### src/hw/rtl/pbk_pkg.sv
// Package for the packed Morse beacon keyer.
// Holds the register indexes, symbol codes and the state/config structs.
// No dependencies.
`timescale 1ns / 1ps

package pbk_pkg;

    localparam int unsigned CFG_DATA_W = 32;
    localparam int unsigned CFG_IDX_W  = 2;

    // Configuration register indexes
    typedef enum logic [CFG_IDX_W-1:0] {
        REG_UNIT_TICKS    = 2'd0,
        REG_CALL_CODE     = 2'd1,
        REG_MORSE_ENABLED = 2'd2
    } cfg_index_t;

    localparam logic [7:0]  UNIT_TICKS_RST    = 8'd24;
    localparam logic [31:0] CALL_CODE_RST     = 32'd1499005952;
    localparam logic        MORSE_ENABLED_RST = 1'b1;

    // Two-bit symbol codes packed in the call word
    typedef enum logic [1:0] {
        SYM_DOT    = 2'd0,
        SYM_DASH   = 2'd1,
        SYM_LSPACE = 2'd2,
        SYM_WSPACE = 2'd3
    } symbol_t;

    // Phase lengths in units
    localparam logic [2:0] DOT_UNITS    = 3'd1;
    localparam logic [2:0] DASH_UNITS   = 3'd3;
    localparam logic [2:0] LSPACE_UNITS = 3'd2;
    localparam logic [2:0] WSPACE_UNITS = 3'd6;
    localparam logic [2:0] GAP_UNITS    = 3'd1;

    typedef struct packed {
        logic [7:0]  unit_ticks;
        logic [31:0] call_code;
        logic        morse_enabled;
    } cfg_t;

    typedef struct packed {
        logic [7:0] tick_count;
        logic [2:0] units_left;
        logic       key_phase_on;
        logic [3:0] symbol_index;
        logic       key_level;
    } seq_state_t;

endpackage

### src/hw/rtl/pbk_cfg_regs.sv
// Configuration register file of the beacon keyer.
// Depends on pbk_pkg.
`timescale 1ns / 1ps

module pbk_cfg_regs (
    input  logic                             aclk,
    input  logic                             aresetn,
    input  logic                             cfg_wr_en,
    input  logic [pbk_pkg::CFG_IDX_W-1:0]    cfg_wr_index,
    input  logic [pbk_pkg::CFG_DATA_W-1:0]   cfg_wr_data,
    output pbk_pkg::cfg_t                    cfg
);
    import pbk_pkg::*;

    cfg_t cfg_reg;
    cfg_t cfg_next;

    // Decode write index; unknown indexes are ignored
    always_comb begin
        cfg_next = cfg_reg;
        if (cfg_wr_en) begin
            unique case (cfg_index_t'(cfg_wr_index))
                REG_UNIT_TICKS:    cfg_next.unit_ticks    = cfg_wr_data[7:0];
                REG_CALL_CODE:     cfg_next.call_code     = cfg_wr_data[31:0];
                REG_MORSE_ENABLED: cfg_next.morse_enabled = cfg_wr_data[0];
                default:           cfg_next = cfg_reg;
            endcase
        end
    end

    always_ff @(posedge aclk) begin
        if (!aresetn) begin
            cfg_reg.unit_ticks    <= UNIT_TICKS_RST;
            cfg_reg.call_code     <= CALL_CODE_RST;
            cfg_reg.morse_enabled <= MORSE_ENABLED_RST;
        end else begin
            cfg_reg <= cfg_next;
        end
    end

    assign cfg = cfg_reg;

endmodule

### src/hw/rtl/pbk_sequencer.sv
// Morse symbol sequencer: state registers and the per-tick update.
// Computes key and next symbol position for the tick at the input.
// Depends on pbk_pkg.
`timescale 1ns / 1ps

module pbk_sequencer #(
    parameter int unsigned SYM_COUNT = 16
) (
    input  logic          aclk,
    input  logic          aresetn,
    input  pbk_pkg::cfg_t cfg,
    input  logic          tick_en,
    input  logic          run,
    input  logic          carrier_forced,
    output logic          key,
    output logic [3:0]    symbol_position
);
    import pbk_pkg::*;

    localparam logic [4:0] SYM_LAST = 5'(SYM_COUNT);

    seq_state_t seq_reg;
    seq_state_t seq_next;
    logic       was_running_reg;
    logic       was_running_next;

    always_comb begin
        seq_state_t s;
        logic       active;
        logic [4:0] idx_inc;
        symbol_t    sym;
        logic [7:0] limit;
        logic [7:0] tc_inc;

        active = run && cfg.morse_enabled && !carrier_forced;

        // Rising run restarts the call
        s = seq_reg;
        if (run && !was_running_reg) begin
            s = '0;
        end

        // Fetch the next symbol when the current phase is done
        sym     = symbol_t'(cfg.call_code[5'd30 - {s.symbol_index, 1'b0} +: 2]);
        idx_inc = {1'b0, s.symbol_index} + 5'd1;
        if (active && s.units_left == 3'd0) begin
            s.tick_count = 8'd0;
            s.symbol_index = (idx_inc >= SYM_LAST) ? 4'd0 : idx_inc[3:0];
            unique case (sym)
                SYM_DOT: begin
                    s.key_level = 1'b1; s.key_phase_on = 1'b1; s.units_left = DOT_UNITS;
                end
                SYM_DASH: begin
                    s.key_level = 1'b1; s.key_phase_on = 1'b1; s.units_left = DASH_UNITS;
                end
                SYM_LSPACE: begin
                    s.key_level = 1'b0; s.key_phase_on = 1'b0; s.units_left = LSPACE_UNITS;
                end
                default: begin
                    s.key_level = 1'b0; s.key_phase_on = 1'b0; s.units_left = WSPACE_UNITS;
                    s.symbol_index = 4'd0;
                end
            endcase
        end

        // Key priority: forced carrier, then run, then steady carrier
        if (carrier_forced) begin
            key = 1'b1;
        end else if (!run) begin
            key = 1'b0;
        end else if (!cfg.morse_enabled) begin
            key = 1'b1;
        end else begin
            key = s.key_level;
        end
        symbol_position = s.symbol_index;

        // Count the tick; a zero unit length counts as one tick
        limit  = (cfg.unit_ticks == 8'd0) ? 8'd1 : cfg.unit_ticks;
        tc_inc = s.tick_count + 8'd1;
        if (active) begin
            s.tick_count = tc_inc;
            if (tc_inc >= limit || tc_inc == 8'd0) begin
                s.tick_count = 8'd0;
                if (s.units_left != 3'd0) begin
                    s.units_left = s.units_left - 3'd1;
                end
                // End of keyed phase: one unit of gap follows
                if (s.units_left == 3'd0 && s.key_phase_on) begin
                    s.key_phase_on = 1'b0;
                    s.key_level    = 1'b0;
                    s.units_left   = GAP_UNITS;
                end
            end
        end

        seq_next         = tick_en ? s : seq_reg;
        was_running_next = tick_en ? run : was_running_reg;
    end

    always_ff @(posedge aclk) begin
        if (!aresetn) begin
            seq_reg         <= '0;
            was_running_reg <= 1'b0;
        end else begin
            seq_reg         <= seq_next;
            was_running_reg <= was_running_next;
        end
    end

endmodule

### src/hw/rtl/packed_morse_beacon_keyer.sv
// Top level of the packed Morse beacon keyer.
// Depends on pbk_pkg, pbk_cfg_regs and pbk_sequencer.
//
// Each input transaction is one timer tick and yields exactly one result
// transaction (key, symbol_position). The block takes one tick per clock
// cycle unless the output stalls; the result is loaded into the output
// register at the edge that accepts the tick. The sequencer state and the
// output register are both updated at the accepting edge, so the rate is set
// by that single register stage and the input stays ready while the output
// register is empty or being taken. Configuration writes take effect at the
// next edge and should be made while no result is pending. CODE_BYTES (1..8)
// sets the call length to CODE_BYTES*4 symbols, capped at 16.
`timescale 1ns / 1ps

module packed_morse_beacon_keyer #(
    parameter int unsigned CODE_BYTES = 4
) (
    input  logic                           aclk,
    input  logic                           aresetn,
    input  logic                           cfg_wr_en,
    input  logic [pbk_pkg::CFG_IDX_W-1:0]  cfg_wr_index,
    input  logic [pbk_pkg::CFG_DATA_W-1:0] cfg_wr_data,
    input  logic                           s_valid,
    output logic                           s_ready,
    input  logic                           s_run,
    input  logic                           s_carrier_forced,
    output logic                           m_valid,
    input  logic                           m_ready,
    output logic                           m_key,
    output logic [3:0]                     m_symbol_position
);
    import pbk_pkg::*;

    localparam int unsigned SYM_COUNT = (CODE_BYTES * 4 > 16) ? 16 :
                                        (CODE_BYTES * 4 < 1)  ? 1  : CODE_BYTES * 4;

    cfg_t       cfg;
    logic       tick_en;
    logic       key;
    logic [3:0] symbol_position;

    logic       m_valid_reg;
    logic       m_valid_next;
    logic       m_key_reg;
    logic [3:0] m_symbol_position_reg;

    pbk_cfg_regs u_cfg (
        .aclk         (aclk),
        .aresetn      (aresetn),
        .cfg_wr_en    (cfg_wr_en),
        .cfg_wr_index (cfg_wr_index),
        .cfg_wr_data  (cfg_wr_data),
        .cfg          (cfg)
    );

    pbk_sequencer #(
        .SYM_COUNT (SYM_COUNT)
    ) u_seq (
        .aclk            (aclk),
        .aresetn         (aresetn),
        .cfg             (cfg),
        .tick_en         (tick_en),
        .run             (s_run),
        .carrier_forced  (s_carrier_forced),
        .key             (key),
        .symbol_position (symbol_position)
    );

    // Accept while the output register is free or drains this cycle
    assign s_ready = !m_valid_reg || m_ready;
    assign tick_en = s_valid && s_ready;

    always_comb begin
        m_valid_next = m_valid_reg;
        if (tick_en) begin
            m_valid_next = 1'b1;
        end else if (m_ready) begin
            m_valid_next = 1'b0;
        end
    end

    always_ff @(posedge aclk) begin
        if (!aresetn) begin
            m_valid_reg <= 1'b0;
        end else begin
            m_valid_reg <= m_valid_next;
        end
    end

    // Result payload, loaded on each accepted transaction
    always_ff @(posedge aclk) begin
        if (tick_en) begin
            m_key_reg             <= key;
            m_symbol_position_reg <= symbol_position;
        end
    end

    assign m_valid           = m_valid_reg;
    assign m_key             = m_key_reg;
    assign m_symbol_position = m_symbol_position_reg;

endmodule

### config.mk
export PLATFORM = sky130hd
export DESIGN_NAME = packed_morse_beacon_keyer
export DESIGN_NICKNAME = d
export VERILOG_FILES = /design/src/hw/rtl/pbk_pkg.sv /design/src/hw/rtl/pbk_cfg_regs.sv /design/src/hw/rtl/pbk_sequencer.sv /design/src/hw/rtl/packed_morse_beacon_keyer.sv
export SDC_FILE = /design/constraint.sdc
export NUM_CORES = 1
export LEC_CHECK = 0
export ABC_AREA = 1
export ABC_CLOCK_PERIOD_IN_PS = 3200
export BUFFER_PORTS_ARGS = -buffer_cell sky130_fd_sc_hd__buf_4
export CORE_MARGIN = 3
export CORE_UTILIZATION = 53
export DETAILED_ROUTE_END_ITERATION = 12
export PLACE_DENSITY = 0.75
export SYNTH_ARGS = -nofsm -noshare
export SYNTH_HDL_FRONTEND = slang
export SYNTH_HIERARCHICAL = 1
export SYNTH_SLANG_ARGS = --single-unit
### constraint.sdc
create_clock -name aclk -period 3.2 [get_ports aclk]
set_input_delay 0.64 -clock aclk [delete_from_list [all_inputs] [get_ports aclk]]
set_output_delay 0.64 -clock aclk [all_outputs]
set_load 0.01 [all_outputs]
==> results.md <==
- Post_cts resized: 0
- Post-Syn Instances: 601
- Layout cells sized above 1: 0.175
- Slew headroom: 0.617
- Clock period minus worst slack: 2.93 ns
- Residual DRC count: 0
- CP Launch Type: input port
- Clock Skew: 0.00962 ns
- Area occupied by multi-input gates: 0.00207 mm^2
- Met2 usage: 0.376
- Initial Util: 0.561
- Clk pin slew, worst setup/hold paths: 0.07 ns
- GR met3 Demand/Resource: 0.0361
- Antenna Cells: 0
- Htree depth: 3
- Register area share after synthesis: 0.347
- Fin. max-slew vios: 0
- Outcome: finished, final reports clean
- Syn avg cell area: between 6 and 7 um^2
- Die width: 91.8 um
- Std-Cell Rows: 30
- Max_cap viols: 0
- Crit-path cells: buf_4 -> nand2_2 -> nand2_1 -> nand3_4 -> buf_4 -> nand3_1 -> nor2_1 -> nand3_1 -> nand2_1 -> inv_1 -> ha_1 -> nand4_1 -> o221ai_1 -> nor2_1 -> nand2_2 -> nor2_2 -> nand2_1 -> a31oi_1
- Die outline height: between 90 and 100 um
- Largest family of logic cells by synthesized area: simple AND/OR/NAND/NOR gates
- Crit-path slowest cell: ha_1
- Total CTS buffers: 9
- RSZ-0062 raised after global routing: no
- Setup TNS Final: 0 ns
- Clock sinks: 65
- Largest delay share family, worst path: simple AND/OR/NAND/NOR gates
- GRT Total Usage: 0.232
- Crit path largest cell delay: ~0.32 ns
- Clk_lat worst skew: 0.34 ns
- Tcrit/Tclk final: 0.916
- Flops & latches, synth: 65
- Initial antenna violation count: 0
- Routed Antenna Nets: 0
- Worst-Margin Slew: around 0.57 ns
- Die footprint: 0.00842 mm^2
- Filler cells: 662
- Critical path buffers and inverters: 3
- Synth Area in Compound Gates: 0.0847
- First-pass GRT wire length: 16,100 um
- Nets: 703
- Placer Congestion: 0.908
- Largest net degree at the start of global routing: 56
- CP Data Required Time: roughly 3.5 ns
- IO buf count: 47
- Area Growth Syn to Fin: 16.4%
- Ports: 48
- PD cells: roughly 430 mW/mm^2
- Synth cell types: 37
- Most used cell, CP: nand2_1
- Initial detailed-routing violation count: 229
- Cell Area, Synth: 0.00390 mm^2
- Final WL: 9370 um
- Worst Path Arrival: around 3.2 ns
- Vias per Instance: 5.22
- Critical path class: input port to flop
- WL per Instance: 12.5 um
- M1 GR Usage: 0.317
- Crit. End Element: flop
- Clock tree from TritonCTS: yes
- DRT Pass-1 Iters: 6
- XOR/XNOR Fraction of Synth Area: 0.00866
- Vias in the first global route: 3,625
- Dpl hpwl: 6620 um
- Final hold violation count: 0
- Global route hottest layer: met2
- Adder-Cell Fraction of Synth Area: 0.0449
- Grt total ovfl: 0
- Max reg flops: approximately 40
- Setup-failing EPs final: 0
- Max VDD drop: 204 uV
- YS warnings: 6
- Register Area: 0.00135 mm^2
- Vias: 3,905
- Min-Delay Path Class: flop to flop
- Postcts setup bufs: 0
- Fmax: 341 MHz
- Core ar.: 0.00694 mm^2
- Post-synthesis mux area share: 0
- Simple-Gate Fraction of Synth Area: 0.390
- Syn_nets: about 660
- Clock Path Buffers: 2
- CP Max Fanout: 21
- Min Hold Slack: 0.458 ns
- Leakage: 2.31 nW
- CTS Root Cell: clkbuf_8
- # hold bufs at CTS: 0
-- report_power, final --
part           internal [mW]  leakage, nW  switching, mW  total (mW)
Clock                  0.317       0.0926          0.309       0.627
Combinational          0.164         1.68          0.241       0.405
Sequential             0.868        0.542         0.0302       0.899
Total                   1.35         2.31          0.581        1.93
-- stage by stage --
stage | std cells | utilization | power (mW) | setup slack [ns] | cell area [um^2]
4_1_cts | 748 | 0.653 | 1.94 | 0.332 | 4540
6_report | 748 | 0.653 | 1.93 | 0.269 | 4540
3_3_place_gp | 733 | 0.629 | 1.31 | 0.0845 | 4370
2_1_floorplan | 601 | - | 1.19 | 0.0192 | 3910
3_5_place_dp | 733 | 0.629 | 1.32 | -0.00741 | 4370
5_1_grt | 748 | 0.653 | 2.04 | 0.0175 | 4540
-- cell usage in the layout (no fill, tap or decap), types with 2 or more instances in the layout --
cell and instances:
clkinv_2 2, o21ai_1 2, xor2_1 2, edfxtp_1 5
ha_1 13, a21oi_2 3, inv_1 80, dfxtp_1 60
nand3b_1 2, nand2_2 8, nand3_1 77, nor2_2 9
clkinv_1 2, nand4_1 16, a31oi_1 2, inv_2 8
clkbuf_8 11, nand3_4 2, a21oi_1 34, buf_4 62
nor2_1 70, o21ai_0 14, nand2_1 152
-- worst register-to-register path, stage by stage (launching register included) --
cell and delay, ns:
dfxtp_1 0.38, inv_2 0.05, nand2_2 0.08, nand2_1 0.10
nand3_4 0.09, buf_4 0.24, nand3_1 0.12, nor2_1 0.19
nand3_1 0.11, nand2_1 0.11, inv_1 0.08, ha_1 0.32
nand4_1 0.10, o221ai_1 0.14, nor2_1 0.18, nand2_2 0.13
nor2_2 0.22, nand2_1 0.09, a31oi_1 0.12
-- cell type report --
type | count | area share
inverters | 90 | 0.0745
multi-input cells | 419 | 0.456
clock buffers | 12 | 0.0342
well taps | 96 | 0.0265
flip-flops and latches | 65 | 0.298
repair buffers | 63 | 0.107
clock inverters | 3 | 0.00359
-- cell usage after synthesis, drive strengths merged --
library cell	instances	area share
ha	14	0.045
a21o	1	0.0019
a21boi	1	0.0029
o221ai	1	0.0022
a31oi	2	0.0032
a21oi	37	0.049
o21ai	16	0.021
o21a	1	0.0019
a41o	1	0.0026
nor3	1	0.0013
dfxtp	60	0.31
or2	1	0.0016
clkbuf	7	0.0067
nor2	80	0.083
nor4	1	0.0016
nand3b	2	0.0038
buf	20	0.032
edfxtp	5	0.039
inv	88	0.085
clkinv	2	0.0019
xor2	3	0.0087
nand2	161	0.16
nand4	16	0.026
nand3	80	0.11
-- cell families (layout without fill, tap and decap cells) --
group / Yosys count / count (layout)
xor+xnor: 3 / 3
buf+inv: 117 / 168
fa+ha+maj: 14 / 14
compound gates: 60 / 60
simple gates: 342 / 342
flops: 65 / 65
-- routing by layer --
layer / part of all wire / wire length [um]
met5: 0 / 0
met4: 0.012 / 115
met3: 0.057 / 534
met2: 0.46 / 4300
met1: 0.47 / 4420
-- final timing paths --
| kind | slack [ns] | end | startpoint | depth (start not counted) |
|---|---|---|---|---|
| worst max register to register | 0.29 | u_seq/seq_reg[15] | u_seq/was_running_reg | 18 |
| worst min register to register | 0.46 | u_cfg/cfg[28] | u_cfg/cfg[28] | 2 |
| worst max-delay path | 0.27 | u_seq/seq_reg[15] | s_run | 18 |
| worst min-delay path | 0.46 | u_cfg/cfg[28] | u_cfg/cfg[28] | 2 |
Note: power is estimated with default switching activity, not from simulation.
